**src/rtl/core/rpc_pkg.sv**
```systemverilog
package rpc_pkg;

  localparam int ENTRIES    = 32;
  localparam int TIME_WIDTH = 32;
  localparam int IDX_W      = (ENTRIES > 1) ? $clog2(ENTRIES) : 1;
  localparam int SLOT_W     = 5;
  localparam int ADDR_W     = 64;
  localparam int FLAG_W     = 32;
  localparam int CFG_DW     = 32;
  localparam int CFG_AW     = 4;
  localparam int AGE_W      = (TIME_WIDTH > CFG_DW) ? TIME_WIDTH : CFG_DW;

  localparam logic [IDX_W-1:0] LAST_IDX = IDX_W'(ENTRIES - 1);

  localparam logic [CFG_DW-1:0] EXPIRY_RST = 32'd5000;
  localparam logic [CFG_DW-1:0] RMASK_RST  = 32'd238;
  localparam logic [CFG_DW-1:0] WMASK_RST  = 32'd204;
  localparam logic [CFG_DW-1:0] DMASK_RST  = 32'd257;

  typedef enum logic [1:0] {
    REQ_TICK   = 2'd0,
    REQ_LOOKUP = 2'd1,
    REQ_FILL   = 2'd2,
    REQ_CLEAR  = 2'd3
  } req_kind_t;

  typedef enum logic [2:0] {
    ST_REJECT   = 3'd0,
    ST_HIT_OK   = 3'd1,
    ST_HIT_DENY = 3'd2,
    ST_MISS     = 3'd3,
    ST_FILLED   = 3'd4,
    ST_DONE     = 3'd5
  } res_status_t;

  typedef enum logic [1:0] {
    REG_EXPIRY = 2'd0,
    REG_RMASK  = 2'd1,
    REG_WMASK  = 2'd2,
    REG_DMASK  = 2'd3
  } cfg_reg_t;

  typedef enum logic [2:0] {
    S_IDLE,
    S_CHECK,
    S_LOOK,
    S_FSCAN,
    S_FWR,
    S_OUT
  } ctrl_state_t;

  typedef enum logic [1:0] {
    SLOT_ZERO,
    SLOT_PROC,
    SLOT_PICK
  } slot_sel_t;

  typedef struct packed {
    logic [CFG_DW-1:0] expiry;
    logic [CFG_DW-1:0] rmask;
    logic [CFG_DW-1:0] wmask;
    logic [CFG_DW-1:0] dmask;
  } cfg_t;

  typedef struct packed {
    logic [1:0]        req_type;
    logic              access_kind;
    logic [ADDR_W-1:0] query_address;
    logic [ADDR_W-1:0] query_length;
    logic [ADDR_W-1:0] region_base;
    logic [ADDR_W-1:0] region_length;
    logic [FLAG_W-1:0] region_flags;
  } req_pay_t;

  typedef struct packed {
    logic        capture;
    logic        tick;
    logic        clear;
    logic        scan_start;
    logic        scan_stop;
    logic        look_proc;
    logic        fill_proc;
    logic        hit_take;
    logic        fill_write;
    logic        res_load;
    res_status_t res_status;
    slot_sel_t   slot_sel;
    logic        post;
  } cmd_t;

  typedef struct packed {
    req_kind_t req;
    logic      reject;
    logic      hit;
    logic      allow;
    logic      proc_last;
    logic      out_free;
  } stat_t;

  function automatic logic [SLOT_W-1:0] slot_of(input logic [IDX_W-1:0] idx);
    return SLOT_W'(idx);
  endfunction

endpackage

```
**src/rtl/core/rpc_ctrl.sv**
```systemverilog
module rpc_ctrl import rpc_pkg::*; (
  input  logic  clk,
  input  logic  rst_n,
  input  logic  in_valid,
  output logic  in_ready,
  input  stat_t st,
  output cmd_t  cmd
);

  ctrl_state_t state_r, state_nxt;

  always_ff @(posedge clk) begin
    if (!rst_n) begin
      state_r <= S_IDLE;
    end else begin
      state_r <= state_nxt;
    end
  end

  always_comb begin
    state_nxt = state_r;
    cmd       = '0;
    in_ready  = 1'b0;
    unique case (state_r)
      S_IDLE: begin
        in_ready = 1'b1;
        if (in_valid) begin
          cmd.capture = 1'b1;
          state_nxt   = S_CHECK;
        end
      end
      S_CHECK: begin
        unique case (st.req)
          REQ_TICK: begin
            cmd.tick       = 1'b1;
            cmd.res_load   = 1'b1;
            cmd.res_status = ST_DONE;
            cmd.slot_sel   = SLOT_ZERO;
            state_nxt      = S_OUT;
          end
          REQ_CLEAR: begin
            cmd.clear      = 1'b1;
            cmd.res_load   = 1'b1;
            cmd.res_status = ST_DONE;
            cmd.slot_sel   = SLOT_ZERO;
            state_nxt      = S_OUT;
          end
          REQ_LOOKUP: begin
            if (st.reject) begin
              cmd.res_load   = 1'b1;
              cmd.res_status = ST_REJECT;
              cmd.slot_sel   = SLOT_ZERO;
              state_nxt      = S_OUT;
            end else begin
              cmd.scan_start = 1'b1;
              state_nxt      = S_LOOK;
            end
          end
          REQ_FILL: begin
            cmd.scan_start = 1'b1;
            state_nxt      = S_FSCAN;
          end
          default: state_nxt = S_IDLE;
        endcase
      end
      S_LOOK: begin
        cmd.look_proc = 1'b1;
        if (st.hit) begin
          cmd.hit_take   = 1'b1;
          cmd.scan_stop  = 1'b1;
          cmd.res_load   = 1'b1;
          cmd.res_status = st.allow ? ST_HIT_OK : ST_HIT_DENY;
          cmd.slot_sel   = SLOT_PROC;
          state_nxt      = S_OUT;
        end else if (st.proc_last) begin
          cmd.res_load   = 1'b1;
          cmd.res_status = ST_MISS;
          cmd.slot_sel   = SLOT_ZERO;
          state_nxt      = S_OUT;
        end
      end
      S_FSCAN: begin
        cmd.fill_proc = 1'b1;
        if (st.proc_last) begin
          state_nxt = S_FWR;
        end
      end
      S_FWR: begin
        cmd.fill_write = 1'b1;
        cmd.res_load   = 1'b1;
        cmd.res_status = ST_FILLED;
        cmd.slot_sel   = SLOT_PICK;
        state_nxt      = S_OUT;
      end
      S_OUT: begin
        // hold the result until the output register frees up
        if (st.out_free) begin
          cmd.post  = 1'b1;
          state_nxt = S_IDLE;
        end
      end
      default: state_nxt = S_IDLE;
    endcase
  end

endmodule

```
**config.mk**
```make
export PLATFORM = sky130hd
export DESIGN_NAME = rpc_ctrl
export DESIGN_NICKNAME = d
export VERILOG_FILES = /design/src/rtl/core/rpc_pkg.sv /design/src/rtl/core/rpc_ctrl.sv
export SDC_FILE = /design/constraint.sdc
export NUM_CORES = 1
export LEC_CHECK = 0
export ABC_AREA = 1
export BUFFER_PORTS_ARGS = -buffer_cell sky130_fd_sc_hd__buf_2
export CORE_UTILIZATION = 30
export DETAILED_ROUTE_END_ITERATION = 8
export SETUP_SLACK_MARGIN = 0.2
export SLEW_MARGIN = 20
export SYNTH_ARGS = -nofsm -noshare
export SYNTH_HDL_FRONTEND = slang
export SYNTH_SLANG_ARGS = --single-unit
export TNS_END_PERCENT = 30
```
**constraint.sdc**
```tcl
create_clock -name clk -period 1.11 [get_ports clk]
set_clock_uncertainty 0.15 [all_clocks]
set_input_delay 0.111 -clock clk [delete_from_list [all_inputs] [get_ports clk]]
set_output_delay 0.111 -clock clk [all_outputs]
set_load 0.03 [all_outputs]
```
== Yosys cells after proc, flatten, opt, wreduce, memory -nomap -nowiden ==
Cells that the tools add are included.

* Bits in registers: 3
* Logic and storage cells: 46
* Output and inout bits: 17

* Equal/unequal tests: 12
* Mux-type cells: 29
* Reduce and logical (&&, ||, !) cells: 4

{| class="wikitable"
|+ Operators by type and width
! operator !! count
|-
| $mux 3 || 7
|-
| $mux 6 || 3
|-
| $pmux 3 s6 || 1
|-
| $pmux 6 s3 || 1
|-
| $mux 1 || 12
|-
| $pmux 6 s2 || 1
|-
| $pmux 3 s3 || 1
|-
| $eq 3x2->1 const B || 2
|-
| $eq 3x3->1 const B || 2
|-
| $ne 2x2->1 const B || 3
|-
| $eq 2x2->1 const B || 2
|-
| $mux 2 || 2
|-
| $reduce_and 4->1 || 1
|-
| $eq 3x1->1 const B || 1
|-
| $logic_not 3->1 || 1
|-
| $ne 3x3->1 const B || 1
|-
| $eq 2x1->1 const B || 1
|-
| $logic_not 2->1 || 1
|-
| $pmux 1 s2 || 1
|-
| $reduce_or 2->1 || 1
|}

== Logic depth before layout (Yosys ltp) ==
Gate-level depths: netlist of run 1.

* Depth after elaboration: 4
* Gate-level depth with buffers: 8
* Mapped depth without buffers: 8

== Worst setup path after synthesis of run 1 ==
No wires, ideal clock.

* Kind: flip-flop to output port
* From: reg state_r[0]
* To: out cmd[11] in the netlist's numbering
* Cell stages (with the launch flop): 5
* Required time: 0.849 ns
* Path buffers: 1
* Path slack: -0.436 ns
* Data arrival time: 1.285 ns
* Cell sequence: dfxtp_1 inv_1 nand3_1 nor2_1 buf_4

{| class="wikitable"
|+ RTL lines
! what !! line !! source
|-
| start: declaration || rpc_ctrl.sv:10 || <nowiki>ctrl_state_t state_r, state_nxt;</nowiki>
|-
| start signal: assignment || rpc_ctrl.sv:16 || <nowiki>state_r <= state_nxt;</nowiki>
|-
| end: declaration || rpc_ctrl.sv:7 || <nowiki>output cmd_t cmd</nowiki>
|}

==> results of run 1 <==
critical path: stages (launching register included):
cell     delay [ns]
dfxtp_4        0.36
inv_4          0.05
buf_6          0.11
buf_6          0.10
buf_6          0.10
nor3_2         0.15
buf_4          0.18
layout make-up:
| type | instances | area [sq um] |
|---|---|---|
| Clock buffer | 4 | 26.3 |
| Sequential cell | 3 | 71.3 |
| Inverter | 23 | 88.8 |
| Tap cell | 15 | 18.8 |
| Timing Repair Buffer | 55 | 462 |
| Multi-Input combinational cell | 54 | 438 |
| Fill cell | 84 | 245 |
report_power, final:
part | switching (mW) | internal, mW
registers | 0.0431 | 0.136
logic | 0.562 | 0.468
clock network | 0.0509 | 0.134
path summary, 6_finish.rpt:
kind	start	endpoint	slack (ns)	cells after the start
max reg2reg	state_r[1]$_SDFFE_PN0P_	state_r[0]$_SDFFE_PN0P_	-0.35	10
max	state_r[1]$_SDFFE_PN0P_	cmd[9]	-0.45	6
min	rst_n	state_r[0]$_SDFFE_PN0P_	-0.009	3
min reg2reg	state_r[0]$_SDFFE_PN0P_	state_r[0]$_SDFFE_PN0P_	0.52	3
repair_timing:
| action | in CTS | in global routing |
|---|---|---|
| pin swaps | 2 | 1 |
| buffers inserted | 3 | 4 |
| endpoints found under the hold margin | 2 | 2 |
| setup endpoints to repair | 20 | 20 |
| resized for setup | 46 | 12 |
stage by stage:
step	worst slack, ns	area (sq um)
2_1_floorplan	-0.176	537
3_3_place_gp	-0.244	843
3_5_place_dp	-0.265	843
4_1_cts	-0.422	1030
5_1_grt	-0.508	1100
6_report	-0.445	1100
routing by layer:
| metal | vias up | share of wire, % | GRT usage (%) |
|---|---|---|---|
| met2 | 26 | 57 | 44.1 |
| met4 | 0 | 1.2 | 5.00 |
| met1 | 339 | 39 | 20.1 |
| met3 | 2 | 2.8 | 1.63 |
| li1 | 361 | - | - |
| met5 | - | 0 | 0 |
kinds of logic (layout without fill, tap and decap cells):
kind of cell             Yosys count  count (layout)
AO/OA/AOI/OAI                      9               9
AND/OR/NAND/NOR                   39              39
flip-flops                         3               3
adder cells (fa/ha/maj)            6               6
buffers and inverters             24              82
placed cells by master, fill, tap and decap left out, types with 3 or more instances in the layout:
master	synthesis	routed
nand2_4	0	4
buf_6	0	19
ha_1	6	6
clkbuf_4	0	3
nand3_1	8	4
buf_2	0	9
nor2_4	0	6
inv_1	18	15
dfxtp_4	0	3
nand2_1	16	11
inv_2	4	6
nand3_2	0	3
a21oi_2	1	3
buf_4	1	27
==> flow_metrics.env, run 1 <==
export IMPL_status="complete, but fails checks"
export IMPL_violations="negative hold slack, negative setup slack"
export IMPL_synth_edf_count=0
export IMPL_ys_types=17
export IMPL_viasPerCell=4.73
export IMPL_ys_top_cells_by_count="18 x inv_1, 16 x nand2_1, 8 x nand3_1"
export IMPL_tightest_slew_ns=0.242
export IMPL_yosysMostFrequentCell="inv_1"
export IMPL_die_y_um=40.8
export IMPL_grt_first_pass_wirelength_um=2330
export IMPL_grt_pass1_vias=629
export IMPL_clock_root_buffer="clkbuf_4"
export IMPL_synthAdderAreaFrac_pct=16.6
export IMPL_cp_end_kind="primary output"
export IMPL_io_buffers=26
export IMPL_area_growth_pct=145
export IMPL_rows=13
export IMPL_min_period_ns=1.56
export IMPL_power_mw=1.39
export IMPL_finish_utilization_pct=81.8
export IMPL_ys_top_cells_by_area="ha_1 17%, inv_1 15%, dfxtp_1 13%"
export IMPL_worst_setup_path_start_kind="register"
export IMPL_htreeDepth=1
export IMPL_coreArea_sq_um=1350
export IMPL_synthArstFlopShare_pct=0
export IMPL_tns_ns=-6.81
export IMPL_finalMaxSlewViolations=0
export IMPL_dp_hpwl_um=1050
export IMPL_yosys_area_top_type="ha_1"
export IMPL_finalCritPeriodShare_pct=140
export IMPL_largest_registers="state_r (3)"
export IMPL_antenna_found_initial=0
export IMPL_wl_per_cell_um=11.9
export IMPL_netlist_instances=81
export IMPL_vias=728
export IMPL_hold_viol_final=2
export IMPL_syn_area_sq_um=452
export IMPL_synthFlopType="dfxtp_1"
export IMPL_clk_latency_ns=0.23
export IMPL_nNetsFinal=156
export IMPL_worstPathMaxFanout=3
export IMPL_synth_top_family_by_area="simple AND/OR/NAND/NOR gates"
export IMPL_synth_top_area_share_pct=16.6
export IMPL_drive_gt1_share_pct=66.9
export IMPL_die_w_um=40.8
export IMPL_start_util_pct=33.5
export IMPL_cts_buffers=3
export IMPL_grt_max_degree=6
export IMPL_slew_headroom_pct=83.7
export IMPL_ios=27
export IMPL_gp_congestion=0.803
export IMPL_min_path_type="in -> reg"
export IMPL_final_instance_count_excl_fill=154
export IMPL_synth_xor_area_share_pct=0
export IMPL_routed_wl_um=1840
export IMPL_diodes=0
export IMPL_crit_required_ns=0.85
export IMPL_synthMuxAreaShare_pct=0
export IMPL_arrival_ns=1.29
export IMPL_yosysWarningCount=0
export IMPL_final_antenna_net_count=0
export IMPL_synth_fp_nets=97
export IMPL_setup_viol=20
export IMPL_fmax_mhz=643
export IMPL_cts_sinks=3
export IMPL_postLayoutSetupSlackWorst_ns=-0.445
export IMPL_dpl_cell_count=143
export IMPL_cts_tree="yes"
export IMPL_worstSetupPathType="reg -> out"
export IMPL_rsz0062_at_grt="yes"
export IMPL_synth_compound_area_share_pct=10.8
export IMPL_largest_register="state_r"
export IMPL_drt_iter0_markers=3
export IMPL_dieArea_sq_um=1660
export IMPL_gr_total_overflow=0
export IMPL_whs_ns=-0.00932
export IMPL_track_usage_pct=20.6
export IMPL_largest_reg_flops=3
export IMPL_powerDensity_nw_per_um2=1260
export IMPL_p_leak_nw=0.609
export IMPL_synth_seq_cells=3
export IMPL_cap_violations=0
export IMPL_clk_pin_slew_ns=0.03
export IMPL_cts_path_max_buffers=2
export IMPL_ys_seq_area_share_pct=13.3
export IMPL_syn_area_per_cell_sq_um=5.58
export IMPL_synth_simple_gate_area_share_pct=38.5
export IMPL_drt_first_pass_iters=4
export IMPL_drc_errors=0
export IMPL_ir_worst_vdd_uv=711
No activity file was read; power rests on OpenSTA's default activity.
==> inputs of run 2 (changes only) <==
- BUFFER_PORTS_ARGS: -buffer_cell sky130_fd_sc_hd__buf_2 -> -buffer_cell sky130_fd_sc_hd__buf_4
- SETUP_SLACK_MARGIN: 0.2 -> 0.1
==> flow_metrics.env, run 2 (synthesis gave the netlist of run 1 again) <==
export IMPL_track_usage_pct=19.3
export IMPL_drt_first_pass_iters=2
export IMPL_reg2reg_slack_ns=-0.20
export IMPL_register_area_sq_um=71.3
export IMPL_largest_registers="state_r (3)"
export IMPL_clk_latency_ns=0.23
export IMPL_rr_worst_depth=8
export IMPL_die_y_um=40.8
export IMPL_hold_viol_final=0
export IMPL_fmax_mhz=660
export IMPL_arrival_ns=1.26
export IMPL_cts_buffers=3
export IMPL_largest_reg_flops=3
export IMPL_dp_hpwl_um=1160
export IMPL_critPathMaxStageDelay_ns=0.36
export IMPL_cap_violations=0
export IMPL_tns_ns=-5.85
export IMPL_finish_utilization_pct=77.8
export IMPL_gp_congestion=0.765
export IMPL_final_instance_count_excl_fill=151
export IMPL_rsz0062_at_grt="yes"
export IMPL_worst_setup_path_start_kind="register"
export IMPL_cts_tree="yes"
export IMPL_tightest_slew_ns=0.219
export IMPL_viasPerCell=4.44
export IMPL_worstSetupPathType="reg -> out"
export IMPL_grt_max_degree=7
export IMPL_gr_total_overflow=0
export IMPL_layout_commonest_cell="buf_4"
export IMPL_startpoint="state_r[1]$_SDFFE_PN0P_"
export IMPL_drive_gt1_share_pct=60.3
export IMPL_htreeDepth=1
export IMPL_diodes=0
export IMPL_postLayoutSetupSlackWorst_ns=-0.406
export IMPL_dieArea_sq_um=1660
export IMPL_dpl_cell_count=145
export IMPL_powerDensity_nw_per_um2=1250
export IMPL_crit_required_ns=0.85
export IMPL_nNetsFinal=153
export IMPL_io_buffers=26
export IMPL_cts_path_max_buffers=2
export IMPL_cts_sinks=3
export IMPL_p_leak_nw=0.597
export IMPL_slowest_stage="dfxtp_4"
export IMPL_grt_first_pass_wirelength_um=2220
export IMPL_finalCritPeriodShare_pct=137
export IMPL_min_period_ns=1.52
export IMPL_grt_pass1_vias=606
export IMPL_fillers=111
export IMPL_start_util_pct=33.5
export IMPL_violations="negative setup slack"
export IMPL_place_area_sq_um=923
export IMPL_final_cell_mix="37 x buf_4, 16 x inv_1, 14 x buf_6"
export IMPL_crit_path_end="cmd[3]"
export IMPL_die_w_um=40.8
export IMPL_path_cells="inv_4, nand2_4, nor2_4, inv_2, or2_4, nand2_4, buf_6"
export IMPL_r2r_start="state_r[1]$_SDFFE_PN0P_"
export IMPL_drt_iter0_markers=3
export IMPL_finalMaxSlewViolations=0
export IMPL_final_antenna_net_count=0
export IMPL_clk_pin_slew_ns=0.03
export IMPL_largest_register="state_r"
export IMPL_min_path_type="in -> reg"
export IMPL_coreArea_sq_um=1350
export IMPL_wl_per_cell_um=9.26
export IMPL_rows=13
export IMPL_multi_input_area_sq_um=397
export IMPL_vias=670
export IMPL_pre_cts_slack_ns=-0.220
export IMPL_slew_headroom_pct=85.3
export IMPL_routed_wl_um=1400
export IMPL_drc_errors=0
export IMPL_crit_path_frequent_cell="nand2_4"
export IMPL_ios=27
export IMPL_fin_area_sq_um=1050
export IMPL_status="complete, but fails checks"
export IMPL_area_growth_pct=132
export IMPL_worstPathMaxFanout=3
export IMPL_cp_end_kind="primary output"
export IMPL_antenna_found_initial=0
export IMPL_r2r_end="state_r[0]$_SDFFE_PN0P_"
export IMPL_ir_worst_vdd_uv=741
export IMPL_setup_viol=20
export IMPL_clock_root_buffer="clkbuf_4"
run 2: worst min path at each step:
| stage | endpoint | slack, ns | cells past startpoint | from |
|---|---|---|---|---|
| after CTS | state_r[1]$_SDFFE_PN0P_ | 0.18 | 5 | st[4] |
| after global placement | state_r[0]$_SDFFE_PN0P_ | 0.22 | 3 | rst_n |
| after detailed placement | state_r[0]$_SDFFE_PN0P_ | 0.22 | 3 | rst_n |
| final | state_r[1]$_SDFFE_PN0P_ | 0.17 | 5 | st[1] |
| after floorplan | state_r[0]$_SDFFE_PN0P_ | 0.11 | 2 | rst_n |
| after global routing | state_r[1]$_SDFFE_PN0P_ | 0.19 | 5 | st[1] |
run 2: critical path: cells and delay by family (launching register included):
kind	cells	cell delay (ns)
AND/OR/NAND/NOR	4	0.45
flip-flops	1	0.36
buffers and inverters	3	0.22
run 2: metal layers:
layer	track usage (%)	share of wire, %	wire, um	vias to the layer above
met5	0	0	0	-
met4	5.00	0	0	0
met3	1.63	3.6	51	0
met2	36.7	53	742	22
met1	22.3	43	605	293
li1	-	-	-	355
run 2: what timing repair did:
item | in CTS | in global routing
cloned | 0 | 0
hold endpoints to repair | 1 | 0
pin swaps | 2 | 0
buffers inserted | 1 | 0
resized for setup | 24 | 2
hold buffers | 1 | 0
setup endpoints to repair | 20 | 20
run 2: metrics by stage:
step	hold slack, ns	power (mW)
after floorplan	0.111	0.652
after global placement	0.224	1.03
after detailed placement	0.223	1.04
after CTS	0.184	1.32
after global routing	0.186	1.42
final	0.165	1.32
run 2: power by group:
group | total, mW | switching, mW | leakage [nW] | internal, mW
Clock | 0.184 | 0.0495 | 0.0150 | 0.134
Combinational | 0.954 | 0.503 | 0.555 | 0.451
Sequential | 0.178 | 0.0424 | 0.0267 | 0.136
run 2: final cells by class:
type | count | share of cell area [%]
inverter | 23 | 8.70
clock buffer | 4 | 2.50
tap | 15 | 1.79
sequential | 3 | 6.79
timing repair buffer | 52 | 42.4
multi-input combinational | 54 | 37.8
==> inputs of run 3 (changes only) <==
- ABC_AREA: 1 -> unset
==> flow_metrics.env, run 3 <==
export IMPL_final_antenna_net_count=0
export IMPL_slew_headroom_pct=71.7
export IMPL_yosysMostFrequentCell="inv_1"
export IMPL_coreArea_sq_um=1490
export IMPL_htreeDepth=1
export IMPL_wl_per_cell_um=12.0
export IMPL_hold_viol_final=0
export IMPL_worst_setup_path_start_kind="register"
export IMPL_arrival_ns=1.43
export IMPL_min_path_type="in -> reg"
export IMPL_fmax_mhz=592
export IMPL_diodes=0
export IMPL_hold_path_startpoint="in_valid"
export IMPL_critPathMaxStageDelay_ns=0.35
export IMPL_cts_tree="yes"
export IMPL_fin_area_sq_um=1140
export IMPL_grt_first_pass_wirelength_um=2700
export IMPL_dp_hpwl_um=1200
export IMPL_status="complete, but fails checks"
export IMPL_finalCritPeriodShare_pct=152
export IMPL_p_leak_nw=0.584
export IMPL_combPwrFrac_pct=67.4
export IMPL_yosysWarningCount=0
export IMPL_final_instance_count_excl_fill=137
export IMPL_final_cell_mix="34 x buf_4, 22 x buf_6, 6 x ha_1"
export IMPL_synth_top_area_share_pct=15.7
export IMPL_drt_first_pass_iters=3
export IMPL_finish_utilization_pct=76.5
export IMPL_ir_worst_vdd_uv=688
export IMPL_postLayoutSetupSlackWorst_ns=-0.580
export IMPL_cap_violations=0
export IMPL_synth_seq_cells=3
export IMPL_area_growth_pct=139
export IMPL_synth_edf_count=0
export IMPL_seq_power_share_pct=13.8
export IMPL_io_buffers=26
export IMPL_syn_area_per_cell_sq_um=7.57
export IMPL_drc_errors=0
export IMPL_dpl_cell_count=126
export IMPL_netlist_instances=63
export IMPL_gr_total_overflow=0
export IMPL_violations="negative setup slack"
export IMPL_cts_buffers=3
export IMPL_tightest_slew_ns=0.423
export IMPL_grt_pass1_vias=652
export IMPL_ys_seq_area_share_pct=12.6
export IMPL_ys_types=35
export IMPL_clk_pin_slew_ns=0.04
export IMPL_pre_cts_slack_ns=-0.506
export IMPL_nNetsFinal=138
export IMPL_routed_wl_um=1650
export IMPL_worstSetupPathType="reg -> out"
export IMPL_ys_top_cells_by_area="ha_1 16%, dfxtp_1 13%, and3_1 7.9%"
export IMPL_largest_register="state_r"
export IMPL_crit_family="simple AND/OR/NAND/NOR gates"
export IMPL_tns_ns=-7.56
export IMPL_p_sw_uw=385
export IMPL_setup_viol=20
export IMPL_place_area_sq_um=926
export IMPL_die_w_um=41.9
export IMPL_slowest_stage="or3_1"
export IMPL_powerDensity_nw_per_um2=879
export IMPL_whs_ns=0.231
export IMPL_rsz0062_at_grt="yes"
export IMPL_fillers=114
export IMPL_clk_latency_ns=0.23
export IMPL_drive_gt1_share_pct=71.1
export IMPL_track_usage_pct=20.5
export IMPL_synthArstFlopShare_pct=0
export IMPL_ios=27
export IMPL_ys_top_cells_by_count="7 x inv_1, 6 x and3_1, 6 x ha_1"
export IMPL_rows=14
export IMPL_startpoint="state_r[0]$_SDFFE_PN0P_"
export IMPL_netSwitchingFraction_pct=38.5
export IMPL_cts_path_max_buffers=2
export IMPL_power_mw=1.00
export IMPL_worstPathMaxFanout=4
export IMPL_largest_registers="state_r (3)"
export IMPL_cp_end_kind="primary output"
export IMPL_yosys_area_top_type="ha_1"
export IMPL_start_util_pct=32.0
export IMPL_clock_root_buffer="clkbuf_4"
export IMPL_crit_required_ns=0.85
export IMPL_syn_area_sq_um=477
export IMPL_drt_iter0_markers=3
export IMPL_r2r_start="state_r[0]$_SDFFE_PN0P_"
export IMPL_layout_commonest_cell="buf_4"
export IMPL_grt_max_degree=9
export IMPL_path_cells="inv_2, or3_1, o32a_1, o21bai_4, buf_6"
export IMPL_antenna_found_initial=0
export IMPL_dieArea_sq_um=1750
export IMPL_synthFlopType="dfxtp_1"
export IMPL_synth_fp_nets=79
export IMPL_finalMaxSlewViolations=0
export IMPL_die_y_um=41.9
export IMPL_intPower_uw=615
export IMPL_gp_congestion=0.779
export IMPL_min_period_ns=1.69
export IMPL_p_clk_share_pct=18.7
export IMPL_largest_reg_flops=3
export IMPL_cts_sinks=3
export IMPL_crit_buf_inv=2
export IMPL_viasPerCell=4.83
export IMPL_vias=662
## run 3: repair_timing
item / 4_1_cts / 5_1_grt
hold buffers: 1 / 0
endpoints found under the setup margin: 20 / 20
resized for setup: 26 / 12
endpoints found under the hold margin: 2 / 0
pin swaps: 5 / 7
setup buffers: 5 / 3
## run 3: path summary, 6_finish.rpt
path	cells past startpoint	slack, ns	to
setup / recovery	5	-0.58	cmd[6]
hold reg to reg	4	0.59	state_r[0]$_SDFFE_PN0P_
hold / removal	5	0.23	state_r[0]$_SDFFE_PN0P_
setup reg to reg	6	-0.34	state_r[2]$_SDFFE_PN0P_
## run 3: final cells by class
type / count / area [sq um] / area share, %
repair buffers: 57 / 513 / 45.1
multi-input cells: 49 / 480 / 42.2
flip-flops and latches: 3 / 68.8 / 6.04
inverters: 8 / 30.0 / 2.64
clock buffers: 4 / 26.3 / 2.31
well taps: 16 / 20.0 / 1.76
## run 3: worst register-to-register path, delay by kind of cell (launching register included)
| family | cells | cell delay [ns] |
|---|---|---|
| AO/OA/AOI/OAI | 3 | 0.45 |
| flip-flops | 1 | 0.32 |
| buffers and inverters | 2 | 0.24 |
| AND/OR/NAND/NOR | 1 | 0.22 |
## run 3: kinds of logic after synthesis
family                     Yosys count  synth area share (%)
muxes                                1                  2.10
buffers and inverters               11                  9.97
and+or+nand+nor                     26                  34.6
adders and majority gates            7                  17.8
DFF                                  3                  12.6
AOI/OAI and AO/OA                   15                  22.8
## run 3: power groups by stage
stage,Clock [mW],Combinational [mW],Sequential (mW)
after floorplan,0,0.308,0.131
after global placement,0,0.544,0.140
after detailed placement,0,0.550,0.141
after CTS,0.197,0.626,0.138
after global routing,0.207,0.716,0.140
final,0.187,0.675,0.139
## run 3: layer usage
layer	vias to the layer above	share of wire (%)	track usage (%)
li1	342	-	-
met1	311	43	22.8
met2	7	56	37.8
met3	2	1.1	2.61
met4	0	0.49	9.68
met5	-	0	0
