[src/rtl/core/rpc_pkg.sv]
package rpc_pkg;

  localparam int ENTRIES    = 32;
  localparam int TIME_WIDTH = 32;
  localparam int IDX_W      = (ENTRIES > 1) ? $clog2(ENTRIES) : 1;
  localparam int SLOT_W     = 5;
  localparam int ADDR_W     = 64;
  localparam int FLAG_W     = 32;
  localparam int CFG_DW     = 32;
  localparam int CFG_AW     = 4;
  localparam int AGE_W      = (TIME_WIDTH > CFG_DW) ? TIME_WIDTH : CFG_DW;

  localparam logic [IDX_W-1:0] LAST_IDX = IDX_W'(ENTRIES - 1);

  localparam logic [CFG_DW-1:0] EXPIRY_RST = 32'd5000;
  localparam logic [CFG_DW-1:0] RMASK_RST  = 32'd238;
  localparam logic [CFG_DW-1:0] WMASK_RST  = 32'd204;
  localparam logic [CFG_DW-1:0] DMASK_RST  = 32'd257;

  typedef enum logic [1:0] {
    REQ_TICK   = 2'd0,
    REQ_LOOKUP = 2'd1,
    REQ_FILL   = 2'd2,
    REQ_CLEAR  = 2'd3
  } req_kind_t;

  typedef enum logic [2:0] {
    ST_REJECT   = 3'd0,
    ST_HIT_OK   = 3'd1,
    ST_HIT_DENY = 3'd2,
    ST_MISS     = 3'd3,
    ST_FILLED   = 3'd4,
    ST_DONE     = 3'd5
  } res_status_t;

  typedef enum logic [1:0] {
    REG_EXPIRY = 2'd0,
    REG_RMASK  = 2'd1,
    REG_WMASK  = 2'd2,
    REG_DMASK  = 2'd3
  } cfg_reg_t;

  typedef enum logic [2:0] {
    S_IDLE,
    S_CHECK,
    S_LOOK,
    S_FSCAN,
    S_FWR,
    S_OUT
  } ctrl_state_t;

  typedef enum logic [1:0] {
    SLOT_ZERO,
    SLOT_PROC,
    SLOT_PICK
  } slot_sel_t;

  typedef struct packed {
    logic [CFG_DW-1:0] expiry;
    logic [CFG_DW-1:0] rmask;
    logic [CFG_DW-1:0] wmask;
    logic [CFG_DW-1:0] dmask;
  } cfg_t;

  typedef struct packed {
    logic [1:0]        req_type;
    logic              access_kind;
    logic [ADDR_W-1:0] query_address;
    logic [ADDR_W-1:0] query_length;
    logic [ADDR_W-1:0] region_base;
    logic [ADDR_W-1:0] region_length;
    logic [FLAG_W-1:0] region_flags;
  } req_pay_t;

  typedef struct packed {
    logic        capture;
    logic        tick;
    logic        clear;
    logic        scan_start;
    logic        scan_stop;
    logic        look_proc;
    logic        fill_proc;
    logic        hit_take;
    logic        fill_write;
    logic        res_load;
    res_status_t res_status;
    slot_sel_t   slot_sel;
    logic        post;
  } cmd_t;

  typedef struct packed {
    req_kind_t req;
    logic      reject;
    logic      hit;
    logic      allow;
    logic      proc_last;
    logic      out_free;
  } stat_t;

  function automatic logic [SLOT_W-1:0] slot_of(input logic [IDX_W-1:0] idx);
    return SLOT_W'(idx);
  endfunction

endpackage

[src/rtl/core/rpc_cfg.sv]
module rpc_cfg import rpc_pkg::*; (
  input  logic              clk,
  input  logic              rst_n,
  input  logic              psel,
  input  logic              penable,
  input  logic              pwrite,
  input  logic [CFG_AW-1:0] paddr,
  input  logic [CFG_DW-1:0] pwdata,
  output logic [CFG_DW-1:0] prdata,
  output logic              pready,
  output cfg_t              cfg
);

  logic [CFG_DW-1:0] expiry_r, rmask_r, wmask_r, dmask_r;
  logic              wr_en;
  cfg_reg_t          idx;

  assign pready = 1'b1;
  assign wr_en  = psel && penable && pwrite;
  assign idx    = cfg_reg_t'(paddr[CFG_AW-1:2]);

  always_ff @(posedge clk) begin
    if (!rst_n) begin
      expiry_r <= EXPIRY_RST;
      rmask_r  <= RMASK_RST;
      wmask_r  <= WMASK_RST;
      dmask_r  <= DMASK_RST;
    end else if (wr_en) begin
      unique case (idx)
        REG_EXPIRY: expiry_r <= pwdata;
        REG_RMASK:  rmask_r  <= pwdata;
        REG_WMASK:  wmask_r  <= pwdata;
        REG_DMASK:  dmask_r  <= pwdata;
        default:    ;
      endcase
    end
  end

  always_comb begin
    unique case (idx)
      REG_EXPIRY: prdata = expiry_r;
      REG_RMASK:  prdata = rmask_r;
      REG_WMASK:  prdata = wmask_r;
      REG_DMASK:  prdata = dmask_r;
      default:    prdata = '0;
    endcase
  end

  assign cfg.expiry = expiry_r;
  assign cfg.rmask  = rmask_r;
  assign cfg.wmask  = wmask_r;
  assign cfg.dmask  = dmask_r;

endmodule

[config.mk]
export PLATFORM = sky130hd
export DESIGN_NAME = rpc_cfg
export DESIGN_NICKNAME = d
export VERILOG_FILES = /design/src/rtl/core/rpc_pkg.sv /design/src/rtl/core/rpc_cfg.sv
export SDC_FILE = /design/constraint.sdc
export NUM_CORES = 1
export LEC_CHECK = 0
export ABC_AREA = 1
export BUFFER_PORTS_ARGS = -buffer_cell sky130_fd_sc_hd__buf_2
export CAP_MARGIN = 40
export CORE_UTILIZATION = 42
export CTS_CLUSTER_DIAMETER = 100
export CTS_CLUSTER_SIZE = 16
export DETAILED_ROUTE_END_ITERATION = 8
export MAX_ROUTING_LAYER = met4
export PLACE_DENSITY_LB_ADDON = 0.05
export RECOVER_POWER = 100
export SLEW_MARGIN = 20
export SYNTH_ARGS = -nofsm -noshare
export SYNTH_HDL_FRONTEND = slang
export SYNTH_SLANG_ARGS = --single-unit
export TNS_END_PERCENT = 30
[constraint.sdc]
create_clock -name clk -period 0.8 [get_ports clk]
set_clock_uncertainty 0.05 [all_clocks]
set_input_delay 0 -clock clk [delete_from_list [all_inputs] [get_ports clk]]
set_output_delay 0 -clock clk [all_outputs]
set_load 0.01 [all_outputs]
Word-level counts from Yosys, hierarchy flattened
Cells that the tools add are included.
{"block": "totals", "register_bits": 128}
{"block": "op_classes", "eq_ne": 3, "n_mux": 1, "reduce_logical": 7}
{"op": "$pmux 32 s4", "count": 1}
{"op": "$reduce_and 2->1", "count": 4}
{"op": "$eq 2x2->1 const B", "count": 2}
{"op": "$eq 2x1->1 const B", "count": 1}
{"op": "$logic_and 1x1->1", "count": 2}
{"op": "$logic_not 2->1", "count": 1}

Longest topological paths before layout
Gate-level depths: netlist (run 1).
{"block": "logic_depth", "depth_word": 3, "ltp_mapped": 7, "ltp_nobuf": 5}

Least setup slack after synthesis (run 1)
OpenSTA, ideal clock, no wires.
{"block": "synth_timing", "path_kind": "input to register", "start": "input port psel", "end": "register rmask_r[27]", "t_arrival_ns": 0.721, "required_ns": 0.637, "slack_ns": -0.084, "path_stages": 7, "path_buffers": 2, "cell_sequence": "nand2_1 -> nor2_2 -> buf_4 -> buf_2 -> nand3_1 -> nand2_1 -> nor2_1"}
{"block": "synth_via", "elab_chain_cells": 3}
{"item": "start: declaration", "line_no": "rpc_cfg.sv:4", "rtl": "input logic psel,"}
{"item": "$logic_and 1x1->1 (2 in series)", "line_no": "rpc_cfg.sv:19", "rtl": "assign wr_en = psel && penable && pwrite;"}
{"item": "$reduce_and 2->1 (no source line)"}
{"item": "end signal: assignment", "line_no": "rpc_cfg.sv:31", "rtl": "REG_RMASK: rmask_r <= pwdata;"}
{"item": "end: declaration", "line_no": "rpc_cfg.sv:14", "rtl": "logic [CFG_DW-1:0] expiry_r, rmask_r, wmask_r, dmask_r;"}
Every way passes these cells.
A chain may end at the register's enable or synchronous reset.

Worst setup path in the final report (run 1)
{"block": "layout_timing", "start": "register expiry_r[8]", "end": "output port prdata[8]"}
{"block": "layout_via", "elab_chain_cells": 1}
{"item": "start: declaration", "line_no": "rpc_cfg.sv:14"}
{"item": "start signal: assignment", "line_no": "rpc_cfg.sv:30", "rtl": "REG_EXPIRY: expiry_r <= pwdata;"}
{"item": "$pmux 32 s4", "line_no": "rpc_cfg.sv:40", "rtl": "unique case (idx)"}
{"item": "end: declaration", "line_no": "rpc_cfg.sv:9", "rtl": "output logic [CFG_DW-1:0] prdata,"}
Every way passes these cells.

==> flow_metrics.env, run 1 <==
export IMPL_internal_power_mw=12.5
export IMPL_slowest_delay_ns=0.32
export IMPL_ir_drop_mv=1.45
export IMPL_synth_simple_area_share_pct=48.3
export IMPL_synth_avg_cell_area_sq_um=6.41
export IMPL_grt_pass1_wl_mm=33.5
export IMPL_core_area_sq_um=13300
export IMPL_switching_share_pct=24.7
export IMPL_nNetsFinal=1301
export IMPL_clock_power_share_pct=45.4
export IMPL_hp_start="rst_n"
export IMPL_outcome="complete, but fails checks"
export IMPL_drt_pass1_iterations=5
export IMPL_dp_slack_ns=-0.256
export IMPL_finalCritPeriodShare_pct=147
export IMPL_area_growth_pct=85.0
export IMPL_rows=42
export IMPL_reg2reg_depth=4
export IMPL_hold_ws_ns=-0.00670
export IMPL_synth_compound_area_share_pct=0
export IMPL_numCtsBuffers=17
export IMPL_synth_top_cell_area_share_pct=44.4
export IMPL_hp_class="in -> reg"
export IMPL_grt_ovfl_total=0
export IMPL_fin_ws_ns=-0.373
export IMPL_finalWeightedCongestion=0.811
export IMPL_drt_initial_drc_count=528
export IMPL_hold_violations=5
export IMPL_combPwrFrac_pct=14.5
export IMPL_violations="hold timing, setup timing"
export IMPL_arrival_ns=1.12
export IMPL_viasPerCell=5.06
export IMPL_reg2reg_to="rmask_r[3]$_SDFFE_PN1P_"
export IMPL_routedWlPerCell_um=15.7
export IMPL_n_antenna_cell=0
export IMPL_synth_top_cells_by_area="dfxtp_1 44%, nand2_1 18%, nor2_1 15%"
export IMPL_drc=0
export IMPL_die_x_um=119
export IMPL_rsz0062_at_grt="yes"
export IMPL_crit_path_end_kind="output pin"
export IMPL_syn_num_nets=942
export IMPL_worstPathMaxFanout=2
export IMPL_final_core_util_pct=80.0
export IMPL_maxCapViolations=0
export IMPL_netlist_area_sq_um=5770
export IMPL_clk_pin_slew_worst_paths_ns=0.06
export IMPL_mostFrequentLayoutCells="243 x nand2_1, 228 x buf_6, 215 x nor2_1"
export IMPL_clock_sinks=128
export IMPL_cp_cell_sequence="nand2_1, nand4_1, buf_2"
export IMPL_crit_slowest_cell="dfxtp_2"
export IMPL_synth_top_family_by_area="simple AND/OR/NAND/NOR gates"
export IMPL_p_leak_nw=5.04
export IMPL_synth_warnings=0
export IMPL_insertion_delay_ns=0.41
export IMPL_antenna_found_initial=0
export IMPL_h_tree_depth=4
export IMPL_layout_commonest_cell="nand2_1"
export IMPL_ant_nets=0
export IMPL_fillers=889
export IMPL_cts_tree="built"
export IMPL_die_area_sq_um=14200
export IMPL_critPathKind="reg -> out"
export IMPL_setup_viol=183
export IMPL_power_density_nw_per_um2=1560
export IMPL_r2r_slack_ns=-0.03
export IMPL_initial_core_util_pct=43.2
export IMPL_synthAdderAreaFrac_pct=0
export IMPL_ios=202
export IMPL_cp_start_kind="register"
export IMPL_syn_inst=901
export IMPL_worstPathRequired_ns=0.75
export IMPL_port_buffer_count=198
export IMPL_synth_xor_area_share_pct=0
export IMPL_place_area_sq_um=7410
export IMPL_root_buffer="clkbuf_16"
export IMPL_vias=7334
export IMPL_gr_usage_all_layers_pct=30.6
export IMPL_drive_gt1_share_pct=45.3
export IMPL_synth_area_leader_cell="dfxtp_1"
export IMPL_yosysSeqAreaShare_pct=44.4
export IMPL_grt_pass1_vias=6622
export IMPL_hold_depth=3
export IMPL_clk_path_buf_depth=2
export IMPL_power_frac_seq_pct=40.1
export IMPL_r2r_start="rmask_r[3]$_SDFFE_PN1P_"
export IMPL_dp_hpwl_mm=12.1
export IMPL_hold_end="expiry_r[3]$_SDFFE_PN1P_"
export IMPL_slew_violations=0
export IMPL_switchingPower_mw=4.12
export IMPL_wl_mm=22.8
export IMPL_design_area_sq_um=10700
export IMPL_timing_setup_tns_ns=-35.19
export IMPL_fmax_mhz=853
export IMPL_die_y_um=119
export IMPL_grt_max_degree=44
export IMPL_min_period_ns=1.17
export IMPL_total_power_mw=16.7
export IMPL_synth_seq_cells=128
export IMPL_synth_cell_types=12
export IMPL_synthMuxAreaShare_pct=0
-- sequential cells by signal, indices dropped and copies added (netlist names) --
name	count
dmask_r	32
expiry_r	32
rmask_r	32
wmask_r	32
-- final cells by class --
| type | count | area, sq um | area share (%) |
|---|---|---|---|
| Inverter | 36 | 135 | 1.27 |
| Clock buffer | 26 | 489 | 4.58 |
| Timing Repair Buffer | 403 | 4060 | 38.0 |
| Multi-Input combinational cell | 674 | 2970 | 27.8 |
| Sequential cell | 128 | 2730 | 25.5 |
| Tap cell | 176 | 220 | 2.06 |
| Clock inverter | 6 | 80.1 | 0.750 |
-- kinds of logic (layout without fill, tap and decap cells) --
| kind of cell | count (synthesis) | in the layout |
|---|---|---|
| AND/OR/NAND/NOR | 673 | 673 |
| flip-flops | 128 | 128 |
| buffers and inverters | 99 | 471 |
| other | 1 | 1 |
-- how the worst max path moves through the flow --
stage | cells past startpoint | startpoint | end | slack [ns]
after floorplan | 7 | psel | rmask_r[27]$_SDFFE_PN0P_ | -0.02
after global placement | 7 | pwrite | wmask_r[5]$_SDFFE_PN0P_ | -0.22
after detailed placement | 7 | paddr[2] | dmask_r[20]$_SDFFE_PN0P_ | -0.26
after CTS | 3 | expiry_r[8]$_SDFFE_PN1P_ | prdata[8] | -0.34
after global routing | 3 | rmask_r[8]$_SDFFE_PN0P_ | prdata[8] | -0.42
final | 3 | expiry_r[8]$_SDFFE_PN1P_ | prdata[8] | -0.37
-- per-layer routing --
metal / track usage, % / vias to the layer above / part of all wire [%]
met5: - / - / 0
met3: 4.98 / 30 / 5.5
met1: 37.6 / 3458 / 43
met4: 10.6 / 0 / 1.6
met2: 50.7 / 291 / 50
li1: - / 3555 / -
-- power by group through the flow --
| stage | clock, mW | combinational, mW | sequential, mW |
|---|---|---|---|
| global route | 7.95 | 2.60 | 6.68 |
| detailed placement | 0 | 1.73 | 6.77 |
| floorplan | 0 | 0.869 | 6.82 |
| CTS | 7.61 | 2.15 | 6.67 |
| finish | 7.57 | 2.42 | 6.67 |
| global placement | 0 | 1.72 | 6.77 |
-- metrics by stage --
stage / hold slack [ns] / instances
CTS: -0.0189 / 1387
finish: -0.00670 / 1449
detailed placement: 0.187 / 1261
global placement: 0.188 / 1261
floorplan: 0.0761 / 901
global route: -0.00358 / 1449
-- synth_stat cells --
cell type	n
buf_2	30
buf_4	3
clkbuf_1	30
conb_1	1
dfxtp_1	128
inv_1	32
inv_2	4
nand2_1	282
nand3_1	129
nand4_1	32
nor2_1	223
nor2_2	7
-- timing repair --
item,in CTS,in global routing
hold endpoints to repair,128,2
setup buffers,60,62
gates cloned,0,1
endpoints found under the setup margin,160,198
gates resized for setup,293,136
hold buffers,34,1
pin swaps,52,45
-- critical path: cells and delay by family (launching register included) --
kind	cells	cell delay (ns)
flops	1	0.32
buf+inv	1	0.18
simple gates	2	0.21
Power figures use the tool's default switching activity.
==> run 2: changes to the inputs <==
- ABC_AREA: 1 -> not set
- SLEW_MARGIN: 20 -> not set
==> flow_metrics.env, run 2 <==
export IMPL_regArea_sq_um=2680
export IMPL_reg2reg_depth=4
export IMPL_rsz0062_at_grt="yes"
export IMPL_worstPathRequired_ns=0.75
export IMPL_drt_initial_drc_count=316
export IMPL_root_buffer="clkbuf_16"
export IMPL_gr_usage_all_layers_pct=27.3
export IMPL_clk_path_buf_depth=2
export IMPL_synth_top_cells_by_area="dfxtp_1 46%, mux2i_1 21%, mux4_2 12%"
export IMPL_area_growth_pct=89.4
export IMPL_synth_edf_count=0
export IMPL_hold_buffers=32
export IMPL_hold_depth=4
export IMPL_fin_ws_ns=-0.648
export IMPL_power_density_nw_per_um2=1550
export IMPL_worstPathMaxFanout=2
export IMPL_ys_dominant_reg_cell="dfxtp_1"
export IMPL_rows=41
export IMPL_synth_most_common_cell="nand2_1"
export IMPL_die_y_um=117
export IMPL_synth_avg_cell_area_sq_um=11.0
export IMPL_wl_mm=19.9
export IMPL_synth_xor_area_share_pct=0
export IMPL_synth_top_cell_area_share_pct=45.8
export IMPL_port_buffer_count=198
export IMPL_slew_violations=0
export IMPL_antenna_found_initial=2
export IMPL_vias=5540
export IMPL_grt_max_degree=37
export IMPL_clk_pin_slew_worst_paths_ns=0.06
export IMPL_dp_slack_ns=-0.400
export IMPL_h_tree_depth=4
export IMPL_synth_top_family_by_area="multiplexers"
export IMPL_initial_core_util_pct=43.6
export IMPL_maxCapViolations=0
export IMPL_core_area_sq_um=12800
export IMPL_drt_pass1_iterations=4
export IMPL_layout_commonest_cell="buf_6"
export IMPL_yosysSeqAreaShare_pct=45.8
export IMPL_multi_input_area_sq_um=2820
export IMPL_synthArstFlopShare_pct=0
export IMPL_nNetsFinal=954
export IMPL_synth_compound_area_share_pct=2.57
export IMPL_arrival_ns=1.40
export IMPL_grt_ovfl_total=0
export IMPL_die_area_sq_um=13800
export IMPL_insertion_delay_ns=0.41
export IMPL_syn_inst=511
export IMPL_finalCritPeriodShare_pct=181
export IMPL_viasPerCell=5.04
export IMPL_place_area_sq_um=7990
export IMPL_hold_violations=1
export IMPL_ant_nets=0
export IMPL_r2r_slack_ns=-0.15
export IMPL_synth_common_cells="143 x nand2_1, 128 x dfxtp_1, 117 x mux2i_1"
export IMPL_top_usage_layer="met2"
export IMPL_hold_ws_ns=-0.0461
export IMPL_min_period_ns=1.45
export IMPL_synthMuxAreaShare_pct=33.9
export IMPL_synth_cell_types=25
export IMPL_clock_sinks=128
export IMPL_hold_end="dmask_r[8]$_SDFFE_PN1P_"
export IMPL_p_leak_nw=5.10
export IMPL_fillers=699
export IMPL_synth_warnings=0
export IMPL_use_met2_pct=47.4
export IMPL_fmax_mhz=691
export IMPL_ios=202
export IMPL_finalWeightedCongestion=0.779
export IMPL_hp_start="penable"
export IMPL_met3_usage_pct=5.86
export IMPL_routedWlPerCell_um=18.1
export IMPL_design_area_sq_um=10600
export IMPL_setup_viol=179
export IMPL_r2r_start="dmask_r[27]$_SDFFE_PN0P_"
export IMPL_synth_simple_area_share_pct=12.4
export IMPL_mostFrequentLayoutCells="252 x buf_6, 122 x nand2_1, 117 x mux2i_1"
export IMPL_ir_drop_mv=1.24
export IMPL_syn_num_nets=552
export IMPL_outcome="complete, but fails checks"
export IMPL_cp_start_kind="register"
export IMPL_grt_pass1_vias=5634
export IMPL_drive_gt1_share_pct=63.0
export IMPL_hp_class="in -> reg"
export IMPL_critPathKind="reg -> out"
export IMPL_synth_seq_cells=128
export IMPL_drc=0
export IMPL_crit_path_end_kind="output pin"
export IMPL_die_x_um=117
export IMPL_use_met1_pct=31.4
export IMPL_numCtsBuffers=17
export IMPL_dp_hpwl_mm=12.4
export IMPL_synthAdderAreaFrac_pct=0
export IMPL_netlist_area_sq_um=5600
export IMPL_grt_pass1_wl_mm=28.9
export IMPL_violations="hold timing, setup timing"
export IMPL_reg2reg_to="dmask_r[27]$_SDFFE_PN0P_"
export IMPL_synth_area_leader_cell="dfxtp_1"
export IMPL_cts_tree="built"
==> run 2: changes by cell type after synthesis, sizes merged, moves of 30 or more <==
| cell | before | now |
|---|---|---|
| nor2 | 230 | 2 |
| nand2 | 282 | 143 |
| nand3 | 129 | 3 |
| mux2i | 0 | 117 |
| mux4 | 0 | 32 |
| nand4 | 32 | 2 |
==> run 2: critical path: stages, from the launching register on <==
cell and delay, ns:
dfxtp_2 0.33, mux4_2 0.50, buf_6 0.15
==> run 2: worst max path at each step <==
stage | from | endpoint | slack, ns
detailed placement | paddr[3] | rmask_r[30]$_SDFFE_PN0P_ | -0.40
finish | dmask_r[27]$_SDFFE_PN0P_ | prdata[27] | -0.65
floorplan | paddr[3] | expiry_r[10]$_SDFFE_PN0P_ | -0.29
global placement | paddr[3] | rmask_r[13]$_SDFFE_PN0P_ | -0.35
CTS | dmask_r[0]$_SDFFE_PN1P_ | prdata[0] | -0.64
global route | dmask_r[27]$_SDFFE_PN0P_ | prdata[27] | -0.66
==> run 2: final cells by class <==
| cell class | count | share of cell area, % |
|---|---|---|
| multi-input combinational | 334 | 26.6 |
| timing repair buffer | 424 | 40.0 |
| clock inverter | 10 | 1.25 |
| sequential | 128 | 25.3 |
| clock buffer | 22 | 4.57 |
| antenna | 2 | 0.0472 |
| inverter | 8 | 0.307 |
| tap | 172 | 2.03 |
==> run 2: metal layers <==
| layer | part of all wire, % | vias to the layer above | wire [um] |
|---|---|---|---|
| met5 | 0 | - | 0 |
| met4 | 0.88 | 0 | 176 |
| met3 | 4.9 | 16 | 971 |
| met2 | 54 | 175 | 10800 |
| met1 | 40 | 2749 | 7940 |
| li1 | - | 2600 | - |
==> run 2: cells by family after synthesis <==
group | count (synthesis)
other cells | 1
compound gates | 21
flops | 128
simple gates | 163
mux | 149
buf+inv | 49
==> run 2: power by group <==
group	leakage, nW	switching (mW)	internal, mW	total (mW)
logic	3.73	0.829	0.997	1.83
registers	1.07	0.0618	6.48	6.54
clock network	0.298	2.86	5.21	8.06
==> run 2: through the flow <==
step	TNS, ns	utilization, %	power, mW	cells	hold slack (ns)
2_1_floorplan	-24.00	-	7.37	511	0.0888
3_3_place_gp	-44.27	62.3	8.02	1003	0.216
3_5_place_dp	-46.52	62.3	8.05	1003	0.226
4_1_cts	-49.96	75.4	16.4	1075	-0.0406
5_1_grt	-54.84	82.7	16.9	1100	-0.0198
6_report	-49.97	82.7	16.4	1100	-0.0461
==> run 2: repair_timing <==
| item | CTS | global route |
|---|---|---|
| setup buffers | 8 | 26 |
| endpoints found under the hold margin | 128 | 1 |
| setup endpoints to repair | 168 | 207 |
| pin swaps | 1 | 6 |
| resized for setup | 182 | 218 |
==> run 3: changes to the inputs <==
- BUFFER_PORTS_ARGS: -buffer_cell sky130_fd_sc_hd__buf_2 -> not set
- CAP_MARGIN: 40 -> 20
- DONT_BUFFER_PORTS: not set -> 1
==> flow_metrics.env, run 3 (synthesized netlist as in run 2, its figures left out) <==
export IMPL_dp_hpwl_mm=10.5
export IMPL_hold_violations=128
export IMPL_setup_viol=199
export IMPL_slew_violations=0
export IMPL_core_area_sq_um=12800
export IMPL_regArea_sq_um=2650
export IMPL_rsz0062_at_grt="yes"
export IMPL_numCtsBuffers=17
export IMPL_min_period_ns=1.32
export IMPL_top_layer_used="met4"
export IMPL_die_area_sq_um=13800
export IMPL_cts_tree="built"
export IMPL_grt_pass1_vias=4737
export IMPL_initial_core_util_pct=43.6
export IMPL_drt_met1_wl_mm=6.85
export IMPL_grt_max_degree=165
export IMPL_slowest_delay_ns=0.53
export IMPL_crit_slowest_cell="mux4_2"
export IMPL_arrival_ns=1.27
export IMPL_final_core_util_pct=66.9
export IMPL_nNetsFinal=730
export IMPL_layout_commonest_cell="buf_6"
export IMPL_critPathKind="reg -> out"
export IMPL_drive_gt1_share_pct=53.0
export IMPL_dp_slack_ns=-0.162
export IMPL_multi_input_area_sq_um=2870
export IMPL_hold_ws_ns=-0.330
export IMPL_h_tree_depth=4
export IMPL_timing_setup_tns_ns=-35.36
export IMPL_crit_path_end_kind="output pin"
export IMPL_maxCapViolations=0
export IMPL_mostFrequentLayoutCells="168 x buf_6, 116 x mux2i_1, 110 x nand2_1"
export IMPL_crit_family="multiplexers"
export IMPL_root_buffer="clkbuf_16"
export IMPL_clock_sinks=128
export IMPL_die_y_um=117
export IMPL_outcome="complete, but fails checks"
export IMPL_area_growth_pct=53.3
export IMPL_hold_buffers=5
export IMPL_wl_met3_mm=1.35
export IMPL_insertion_delay_ns=0.41
export IMPL_wl_mm=16.6
export IMPL_drt_initial_drc_count=202
export IMPL_hp_class="in -> reg"
export IMPL_drc=0
export IMPL_ios=202
export IMPL_drt_pass1_iterations=4
export IMPL_worstPathMaxFanout=2
export IMPL_n_antenna_cell=0
export IMPL_cp_cell_sequence="mux4_2"
export IMPL_finalWeightedCongestion=0.765
export IMPL_clk_pin_slew_worst_paths_ns=0.06
export IMPL_grt_pass1_wl_mm=25.4
export IMPL_critPathBufInv=0
export IMPL_ir_drop_mv=1.37
export IMPL_rows=41
export IMPL_routedWlPerCell_um=19.0
export IMPL_vias=4526
export IMPL_p_leak_nw=3.88
export IMPL_worstPathRequired_ns=0.75
export IMPL_fillers=1043
export IMPL_antenna_found_initial=0
export IMPL_fin_ws_ns=-0.516
export IMPL_wl_met2_mm=8.12
export IMPL_cp_start_kind="register"
export IMPL_ant_nets=0
export IMPL_port_buffer_count=0
export IMPL_power_density_nw_per_um2=1720
export IMPL_die_x_um=117
export IMPL_finalCritPeriodShare_pct=164
export IMPL_gr_usage_all_layers_pct=24.5
export IMPL_fmax_mhz=760
export IMPL_viasPerCell=5.18
export IMPL_violations="hold timing, setup timing"
export IMPL_clk_path_buf_depth=2
export IMPL_grt_ovfl_total=0
-- run 3: per-layer routing --
metal / GRT usage, % / vias up
met4: 8.65 / 0
met3: 8.14 / 23
met5: - / -
met1: 28.4 / 2207
met2: 39.5 / 157
li1: - / 2139
-- run 3: timing repair --
| item | CTS | global route |
|---|---|---|
| cloned | 0 | 0 |
| hold endpoints to repair | 128 | 128 |
| setup buffers | 8 | 39 |
| pin swaps | 3 | 5 |
| resized for setup | 220 | 144 |
| endpoints found under the setup margin | 172 | 193 |
-- run 3: path summary, 6_finish.rpt --
path,from,end,slack (ns),cells past startpoint
worst max-delay path,dmask_r[24]$_SDFFE_PN0P_,prdata[24],-0.52,1
worst min-delay path,rst_n,expiry_r[12]$_SDFFE_PN1P_,-0.33,1
worst max register to register,dmask_r[15]$_SDFFE_PN0P_,dmask_r[15]$_SDFFE_PN0P_,-0.12,5
worst min register to register,expiry_r[8]$_SDFFE_PN1P_,expiry_r[8]$_SDFFE_PN1P_,0.52,3
-- run 3: area by class of cell --
cell class / instances / share of cell area [%]
Clock inverter: 6 / 0.642
Clock buffer: 26 / 5.82
Sequential cell: 128 / 30.8
Timing Repair Buffer: 200 / 26.3
Inverter: 8 / 0.379
Multi-Input combinational cell: 334 / 33.5
Tap cell: 172 / 2.51
-- run 3: where the power goes --
part / internal (mW) / total (mW) / switching [mW] / leakage (nW)
logic: 0.543 / 0.977 / 0.434 / 2.56
clock network: 4.58 / 7.27 / 2.69 / 0.278
registers: 6.48 / 6.54 / 0.0594 / 1.05
total: 11.6 / 14.8 / 3.19 / 3.88
-- run 3: metrics by stage --
stage,hold slack (ns),power [mW],instances,area [sq um]
CTS,-0.383,14.8,842,8070
global route,-0.368,15.3,874,8580
finish,-0.330,14.8,874,8580
floorplan,0.0888,7.37,511,5640
detailed placement,0.0399,7.46,799,6870
global placement,0.0409,7.45,799,6870
-- run 3: worst register-to-register path, stage by stage, from the launching register on --
cell,delay [ns]
dfxtp_2,0.32
buf_6,0.11
buf_6,0.10
buf_6,0.11
nand2_2,0.04
mux2i_1,0.06
